`config.mk`:
```
export PLATFORM = sky130hd
export DESIGN_NAME = lphm_ram
export DESIGN_NICKNAME = d
export VERILOG_FILES = /design/src/rtl/lphm_ram.sv
export SDC_FILE = /design/constraint.sdc
export NUM_CORES = 1
export LEC_CHECK = 0
export ABC_AREA = 1
export BUFFER_PORTS_ARGS = -buffer_cell sky130_fd_sc_hd__buf_2
export CAP_MARGIN = 20
export CORE_MARGIN = 4
export CORE_UTILIZATION = 45
export CTS_CLUSTER_DIAMETER = 120
export DETAILED_ROUTE_END_ITERATION = 7
export HOLD_SLACK_MARGIN = 0.05
export REMOVE_ABC_BUFFERS = 1
export SYNTH_ARGS = -nofsm -noshare
export SYNTH_HDL_FRONTEND = slang
export SYNTH_SLANG_ARGS = --single-unit
```
`constraint.sdc`:
```
create_clock -name clk -period 2 [get_ports clk]
set_input_delay 0.1 -clock clk [delete_from_list [all_inputs] [get_ports clk]]
set_output_delay 0.1 -clock clk [all_outputs]
set_load 0.05 [all_outputs]
```
`src/rtl/lphm_ram.sv`:
```
`timescale 1ns / 1ps
// Generic single-write, single-read RAM with registered read data.
module lphm_ram #(
	parameter int WIDTH = 8,
	parameter int DEPTH = 64
) (
	input  logic                     clk,
	input  logic                     we,
	input  logic [$clog2(DEPTH)-1:0] waddr,
	input  logic [WIDTH-1:0]         wdata,
	input  logic [$clog2(DEPTH)-1:0] raddr,
	output logic [WIDTH-1:0]         rdata
);

	logic [WIDTH-1:0] mem [DEPTH];

	// Write port and registered read port.
	always_ff @(posedge clk) begin
		if (we) begin
			mem[waddr] <= wdata;
		end
		rdata <= mem[raddr];
	end

endmodule

```
==> summary.txt <==
Outcome
  – Status: finished, final reports clean

Timing
  – Final hold violation count: 0
  – Setup Skew: 0.02113 ns
  – Tcrit/Tclk final: 73.07%
  – Min cycle time layout: 1.461 ns
  – Min Hold Slack: 0.1074 ns
  – Rel. slew slack: 51.64%
  – RSZ-0062 raised after global routing: no
  – Post-route setup slack: 0.5387 ns
  – Least-Margin Pin Slew: 0.7246 ns
  – Final setup fails: 0
  – Final Max Tran Viols: 0
  – Max Freq: 684.3 MHz

Synthesis
  – Area of the mapped netlist: 21340 sq um
  – Register area share after synthesis: 72.80%
  – Synthesized area per cell: 11.82 sq um
  – Synthesized instance count: 1805
  – Distinct cells, synth: 16
  – YS warnings: 0
  – #FFs+latches synth: 520

Worst setup path
  – Critical path endpoint category: register
  – Register-to-Register Path Depth: 8
  – Crit path cell chain: nand2_1, nand3_1, nand3_1, nand2_1, nand2_1, nand3_1, nand3_1, nand2_1
  – CP max stage delay: 0.37 ns
  – CP bufs+invs: 0
  – Levels on crit path: 8
  – Startpoint types: register
  – Max Fanout on Critical Path: 1
  – Critical Path RT: 2.49 ns
  – Crit Path Category: register to register
  – Arrival time worst endpoint: 1.95 ns
  – Top Family by Delay on Critical Path: simple AND/OR/NAND/NOR gates
  – Critical path's slowest cell: edfxtp_1

Clocking
  – CTS Buffer Depth: 3
  – Resized Gates After CTS: 0
  – CTS tree: yes
  – Post-CTS Hold Buffers: 9
  – CTS clk-pin slew, worst paths: 0.06 ns
  – Postcts setup bufs: 0
  – Sink Count: 520
  – Root buffer cell: clkbuf_16
  – H-tree level count: 2
  – Total CTS buffers: 53
  – Clk Latency, worst-skew pair: 0.60 ns

Placement
  – Routability Congestion: 0.8184
  – Port bufs: 29
  – DP Wirelength: 31.23 mm
  – DP Worst Slack: 0.2170 ns
  – Post-Place Cells: 2441

Drt
  – DRC errors left: 0
  – Iteration-0 DRC Markers: 1465
  – Vias per inst: 5.452
  – Post-Route WL: 54.46 mm
  – DRT antenna net count: 0
  – WL/cell: 21.36 um
  – Via count: 13.90k
  – Detailed Routing Iterations Pass 1: 5

Min path
  – Hold Path Stages: 3
  – Hold Path Class: input port to register

Finish
  – Ratio of cells with drive above 1 in the final layout: 11.79%
  – Ant diodes: 0
  – Final Instance Count excl. Fillers: 2549
  – Final Net Count: 1920
  – Area grow syn2layout: 14.96%
  – Post-route core utilization: 52.47%

Global route
  – GRT Resource Usage Total: 21.44%
  – Global route overflow: 0
  – Largest net degree at the start of global routing: 72
  – Number of global-route vias before repair: 13.56k
  – First-pass GRT wire length: 82.97 mm
  – Initial antenna violation count: 0

Die
  – Die X-Extent: 225.8 um
  – Starting Density: 45.64%
  – Core Area: 46750 sq um
  – Site Rows: 79
  – Die Y: 225.8 um
  – # IOs: 30
  – Die ar.: 50970 sq um

Power
  – Cell leakage power: 9.006 nW
  – IR drop worst, VDD: 793.1 uV
  – Power Density: 981.0 nW/um^2

Job
  – Max Cap Viol: 0
[synth_stat cells, drive strengths merged]
library cell / n / area [sq um]
nand3: 439 / 2197
nor4: 8 / 50.05
nand2: 648 / 2432
dfxtp: 8 / 160.2
nor2: 56 / 210.2
inv: 12 / 50.05
edfxtp: 512 / 15370
nand4: 9 / 56.30
clkbuf: 15 / 56.30
buf: 98 / 752.0
[cell usage in the layout, fill, tap and decap left out, types with 13 or more instances in the layout]
| cell type | instances |
|---|---|
| buf_12 | 24 |
| buf_2 | 27 |
| buf_4 | 90 |
| clkbuf_16 | 55 |
| clkinv_2 | 13 |
| edfxtp_1 | 512 |
| nand2_1 | 648 |
| nand3_1 | 439 |
| nor2_1 | 56 |
[area by class of cell]
class                   instances  area, sq um
fillers                      3974        22220
repair buffers                151         1393
clock buffers                  65         1454
clock inverters                34        392.9
inverters                      12        52.55
multi-input cells            1160         4946
flip-flops and latches        520        15530
well taps                     607        759.5
[metal layers]
layer  routed length, um  global-route usage, %  vias up  part of all wire, %
li1                    -                      -     6541                    -
met1               23830                  31.15     6756                   44
met3                3903                  3.731       92                  7.2
met5                   0                      0        -                    0
met2               25280                  33.39      508                   46
met4                1451                  6.560        0                  2.7
[cells by family after synthesis]
family	Yosys count	synth area share, %
buffers and inverters	125	4.022
AND/OR/NAND/NOR	1160	23.18
flip-flops	520	72.80
[registers in the layout (all words and copies together), names as in the netlist]
register / cells
rdata: 8
mem: 512
[power by group]
| part | switching (mW) | internal (mW) | total (mW) |
|---|---|---|---|
| clock | 4.10 | 6.31 | 10.4 |
| combinational | 1.14 | 0.426 | 1.56 |
| sequential | 0.0377 | 12.1 | 12.1 |
| total | 5.28 | 18.8 | 24.1 |
[worst register-to-register path, cell delays in order (launching register included)]
cell	delay, ns
edfxtp_1	0.37
nand2_1	0.08
nand3_1	0.10
nand3_1	0.14
nand2_1	0.07
nand2_1	0.10
nand3_1	0.25
nand3_1	0.18
nand2_1	0.07
[worst paths after layout]
kind,startpoint,slack (ns),to
max,mem[29][2],0.54,rdata[2]
min reg2reg,mem[12][6],0.81,rdata[6]
min,waddr[2],0.11,mem[51][6]
max reg2reg,mem[29][2],0.54,rdata[2]
[stage by stage]
| stage | power, mW | instance area, sq um | TNS, ns |
|---|---|---|---|
| 3_3_place_gp | 13.86 | 22600 | 0 |
| 4_1_cts | 24.23 | 24530 | 0 |
| 6_report | 24.07 | 24530 | 0 |
| 2_1_floorplan | 13.00 | 20530 | -4.872 |
| 5_1_grt | 24.86 | 24530 | 0 |
| 3_5_place_dp | 13.88 | 22600 | 0 |
No activity file was read; power rests on OpenSTA's default activity.
