[config.mk]
export PLATFORM = sky130hd
export DESIGN_NAME = lphm_hash
export DESIGN_NICKNAME = d
export VERILOG_FILES = /design/src/rtl/lphm_pkg.sv /design/src/rtl/lphm_hash.sv
export SDC_FILE = /design/constraint.sdc
export NUM_CORES = 1
export LEC_CHECK = 0
export BUFFER_PORTS_ARGS = -buffer_cell sky130_fd_sc_hd__buf_2
export CAP_MARGIN = 15
export CELL_PAD_IN_SITES_DETAIL_PLACEMENT = 0
export CELL_PAD_IN_SITES_GLOBAL_PLACEMENT = 1
export CORE_MARGIN = 2
export CORE_UTILIZATION = 10
export CTS_CLUSTER_DIAMETER = 150
export DETAILED_ROUTE_END_ITERATION = 12
export GPL_TIMING_DRIVEN = 0
export PLACE_DENSITY_LB_ADDON = 0.15
export REMOVE_ABC_BUFFERS = 1
export SLEW_MARGIN = 20
export SYNTH_ARGS = -nofsm -noshare
export SYNTH_HDL_FRONTEND = slang
export SYNTH_SLANG_ARGS = --single-unit
[constraint.sdc]
create_clock -name clk -period 0.8 [get_ports clk]
set_input_delay 0.08 -clock clk [delete_from_list [all_inputs] [get_ports clk]]
set_output_delay 0.08 -clock clk [all_outputs]
set_load 0.02 [all_outputs]
[src/rtl/lphm_pkg.sv]
`timescale 1ns / 1ps
// Shared types, codes and constants of the linear-probing hash map.
package lphm_pkg;

	// Default number of slots and the reset value of the load limit.
	localparam int CAPACITY_DEFAULT = 64;
	localparam logic [6:0] LOAD_LIMIT_RESET = 7'd51;

	// Fixed field widths.
	localparam int KEY_W   = 64;
	localparam int DATA_W  = 64;
	localparam int LIMIT_W = 7;
	localparam int LIVE_W  = 7;

	// Operation codes carried by func.
	typedef enum logic [1:0] {
		FUNC_SET    = 2'd0,
		FUNC_GET    = 2'd1,
		FUNC_REMOVE = 2'd2,
		FUNC_CLEAR  = 2'd3
	} func_t;

	// Slot marks.
	typedef enum logic [1:0] {
		MARK_EMPTY = 2'd0,
		MARK_USED  = 2'd1,
		MARK_TOMB  = 2'd2
	} mark_t;

	// One table slot as stored in the slot memory.
	typedef struct packed {
		mark_t             mark;
		logic [KEY_W-1:0]  key;
		logic [DATA_W-1:0] data;
	} slot_t;

	// Sequencer states.
	typedef enum logic [2:0] {
		ST_CLEAR,
		ST_IDLE,
		ST_HASH,
		ST_PROBE,
		ST_UPDATE,
		ST_RESP
	} state_t;

endpackage

[src/rtl/lphm_hash.sv]
`timescale 1ns / 1ps
// Home slot unit: folds a key to 32 bits and reduces it modulo the capacity.
module lphm_hash #(
	parameter int CAPACITY = lphm_pkg::CAPACITY_DEFAULT
) (
	input  logic                         clk,
	input  logic                         arst_n,
	input  logic                         start,
	input  logic [lphm_pkg::KEY_W-1:0]   key,
	output logic                         done,
	output logic [$clog2(CAPACITY)-1:0]  slot
);

	localparam int IW = $clog2(CAPACITY);
	localparam bit POW2 = ((CAPACITY & (CAPACITY - 1)) == 0);

	logic [31:0] fold;

	assign fold = key[31:0] ^ key[63:32];

	generate
		if (POW2) begin : g_mask
			// Power-of-two capacity: the remainder is the low bits.
			logic [IW-1:0] slot_q;
			logic          done_q;

			always_ff @(posedge clk or negedge arst_n) begin
				if (!arst_n) begin
					done_q <= 1'b0;
				end else begin
					done_q <= start;
				end
			end

			always_ff @(posedge clk) begin
				if (start) begin
					slot_q <= fold[IW-1:0];
				end
			end

			assign done = done_q;
			assign slot = slot_q;
		end else begin : g_recip
			// Other capacities: multiplying by the truncated reciprocal gives a
			// quotient that is low by at most one, so after the back multiply
			// and subtract one compare and subtract finishes the remainder.
			localparam logic [63:0] RECIP_W = 64'h1_0000_0000 / 64'(CAPACITY);
			localparam logic [31:0] RECIP   = RECIP_W[31:0];
			localparam logic [31:0] CAP_32  = 32'(CAPACITY);
			localparam logic [IW:0] CAP_W   = (IW + 1)'(CAPACITY);

			logic [31:0]   h_q;
			logic [63:0]   prod_q;
			logic [IW:0]   rem_q;
			logic          mul_q;
			logic          sub_q;
			logic          done_q;
			logic [31:0]   qc;
			logic [31:0]   diff;
			logic [IW:0]   rem_fix;

			// Back multiply, subtract and the final correction.
			always_comb begin
				qc      = prod_q[63:32] * CAP_32;
				diff    = h_q - qc;
				rem_fix = (rem_q >= CAP_W) ? (rem_q - CAP_W) : rem_q;
			end

			// Step flags: folded key held, product held, remainder held.
			always_ff @(posedge clk or negedge arst_n) begin
				if (!arst_n) begin
					mul_q  <= 1'b0;
					sub_q  <= 1'b0;
					done_q <= 1'b0;
				end else begin
					mul_q  <= start;
					sub_q  <= mul_q;
					done_q <= sub_q;
				end
			end

			always_ff @(posedge clk) begin
				if (start) begin
					h_q <= fold;
				end
				if (mul_q) begin
					prod_q <= 64'(h_q) * 64'(RECIP);
				end
				if (sub_q) begin
					rem_q <= diff[IW:0];
				end
			end

			assign done = done_q;
			assign slot = rem_fix[IW-1:0];
		end
	endgenerate

endmodule

==> results.md <==
- Outcome: complete, but fails checks
- Failing checks: setup timing
- Placed Instances: 64
- Max IR drop VDD: 0.000630 V
- Minimum clock period: 0.870 ns
- NumNets Final: 107
- DP Area: 400 um2
- CTS HTree Levels: 1
- CTS tree: built
- Ys Warns: 0
- Switching Power: 0.230 mW
- Critical Path, Cell by Cell: buf_2
- CP max stage cell: edfxtp_1
- GR Util All Layers: 0.0443
- CTS clk-pin slew, worst paths: 0.06 ns
- Distinct cells, synth: 3
- Share of the yosys chip area belonging to registers: 0.796
- Origin of the worst min-delay path: start
- Cells after synthesis: 13
- Setup crit start kind: register
- Area delta synth->final: 76.7%
- Die area: 3000 um2
- Share of cells above drive strength 1: 0.615
- Top cell type's share of synthesized area: 0.699
- Post-Layout Cell Count: 69
- Clock sink count: 7
- CP endpoint kind: output pin
- Core Region: 2450 um2
- Clock power share: 0.350
- Post-route setup TNS: -0.293 ns
- Slew Viols, Final: 0
- Yosys top cell by area: edfxtp_1
- Tightest Pin Transition: 0.164 ns
- Largest stage delay on the critical path: 0.37 ns
- Max-slew headroom: 0.890
- Post-Place Worst Slack: 0.207 ns
- Synth area leaders: edfxtp_1, xor2_1, dfrtp_1
- Critical Path RT: 0.72 ns
- Clock buffer depth: 2
- Top Ports: 74
- Total gr overflow: 0
- Internal cell power: 0.708 mW
- Crit Path Max Fanout: 1
- Synthesized cell area: 258 um2
- Register bit total from synthesis: 7
- Final GP Congestion: 0.542
- Cell family with most CP delay: flip-flops
- Worst setup path class: register to output pin
- Max Cap Viol: 0
- Post-layout util: 0.186
- CTS root buf: clkbuf_4
- I/O Buffers: 21
- Initial Utilization: 0.105
- Buf/Inv on CP: 1
- Largest net degree at the start of global routing: 8
- Wire length per cell: 7.67 um
- Final hold vios: 0
- Post-route ant nets: 0
- First-pass iteration count of the detailed router: 3
- Arrival @ worst endpoint: 0.79 ns
- Crit path from: slot[5]
- Cell Pwr Density: 2060 nW/um2
- Starting DRT DRC Count: 11
- Syn avg cell area: 19.8 um2
- Fin area: 455 um2
- Reg power frac: 0.480
- Total power: 0.938 mW
- Worst setup margin: -0.0702 ns
- DRT Wirelength: 529 um
- Routed vias/inst: 2.78
- Worst hold path type: input port to register
- Num CTS Buffers: 3
- Sw Share: 0.245
- RSZ-0062 raised after global routing: true
- First-pass GRT wire length: 786 um
- Initial antenna violation count: 0
- WHS: 0.0469 ns
- Fraction of the cycle the final worst path needs: 1.09
- # Post-CTS Setup Buffers: 0
- Pleak: 0.204 nW
- Achievable Freq: 1150 MHz
- Ant. Diodes: 0
- Die height: 54.8 um
- DRC viols: 0
- Vias: 192
- Die X: 54.8 um
- Logic gate share of total power: 0.170
- Final setup fails: 7
- FP Rows: 18
- Vias in the first global route: 188
-- flip-flops by register name, summed over array words and instances (netlist names) --
signal and cells:
done 1, slot 6
-- cells in the mapped netlist --
library cell and instances:
edfxtp_1 6, xor2_1 6, dfrtp_1 1
-- path summary, 6_finish.rpt --
kind	endpoint	slack [ns]	depth (start not counted)
setup / recovery	slot[5]	-0.07	1
hold / removal	done	0.05	1
max in group asynchronous	done	0.59	2
min in group asynchronous	done	0.13	2
-- power by group through the flow --
| stage | sequential, mW | combinational (mW) | clock, mW |
|---|---|---|---|
| finish | 0.450 | 0.160 | 0.328 |
| global route | 0.451 | 0.175 | 0.390 |
| CTS | 0.447 | 0.152 | 0.346 |
| detailed placement | 0.453 | 0.145 | 0 |
| global placement | 0.454 | 0.143 | 0 |
| floorplan | 0.504 | 0.0171 | 0 |
-- area by class of cell --
cell class | count | area, um2
fillers | 281 | 2000
flip-flops and latches | 7 | 205
repair buffers | 22 | 134
multi-input cells | 6 | 52.6
well taps | 30 | 37.5
clock buffers | 4 | 26.3
-- kinds of logic after synthesis --
kind of cell / share of synthesized area
xor gates and xnor gates: 0.204
DFF: 0.796
-- cell usage in the layout, fill, tap and decap left out --
cell and instances:
clkbuf_4 3, buf_2 18, edfxtp_1 6, xor2_1 6, dlygate4sd3_1 1, buf_6 3, dfrtp_1 1, clkbuf_1 1
-- layer usage --
| metal | vias to the layer above | global-route usage | wire (um) |
|---|---|---|---|
| met1 | 81 | 0.0414 | 216 |
| met2 | 14 | 0.0575 | 235 |
| met3 | 0 | 0.0410 | 77 |
| met4 | 0 | 0.0375 | 0 |
| met5 | - | 0 | 0 |
| li1 | 97 | - | - |
-- what timing repair did --
item	4_1_cts	5_1_grt
endpoints found under the setup margin	7	7
gates resized for setup	2	4
hold buffers	1	0
cloned	0	0
endpoints found under the hold margin	1	0
Power figures use the tool's default switching activity.
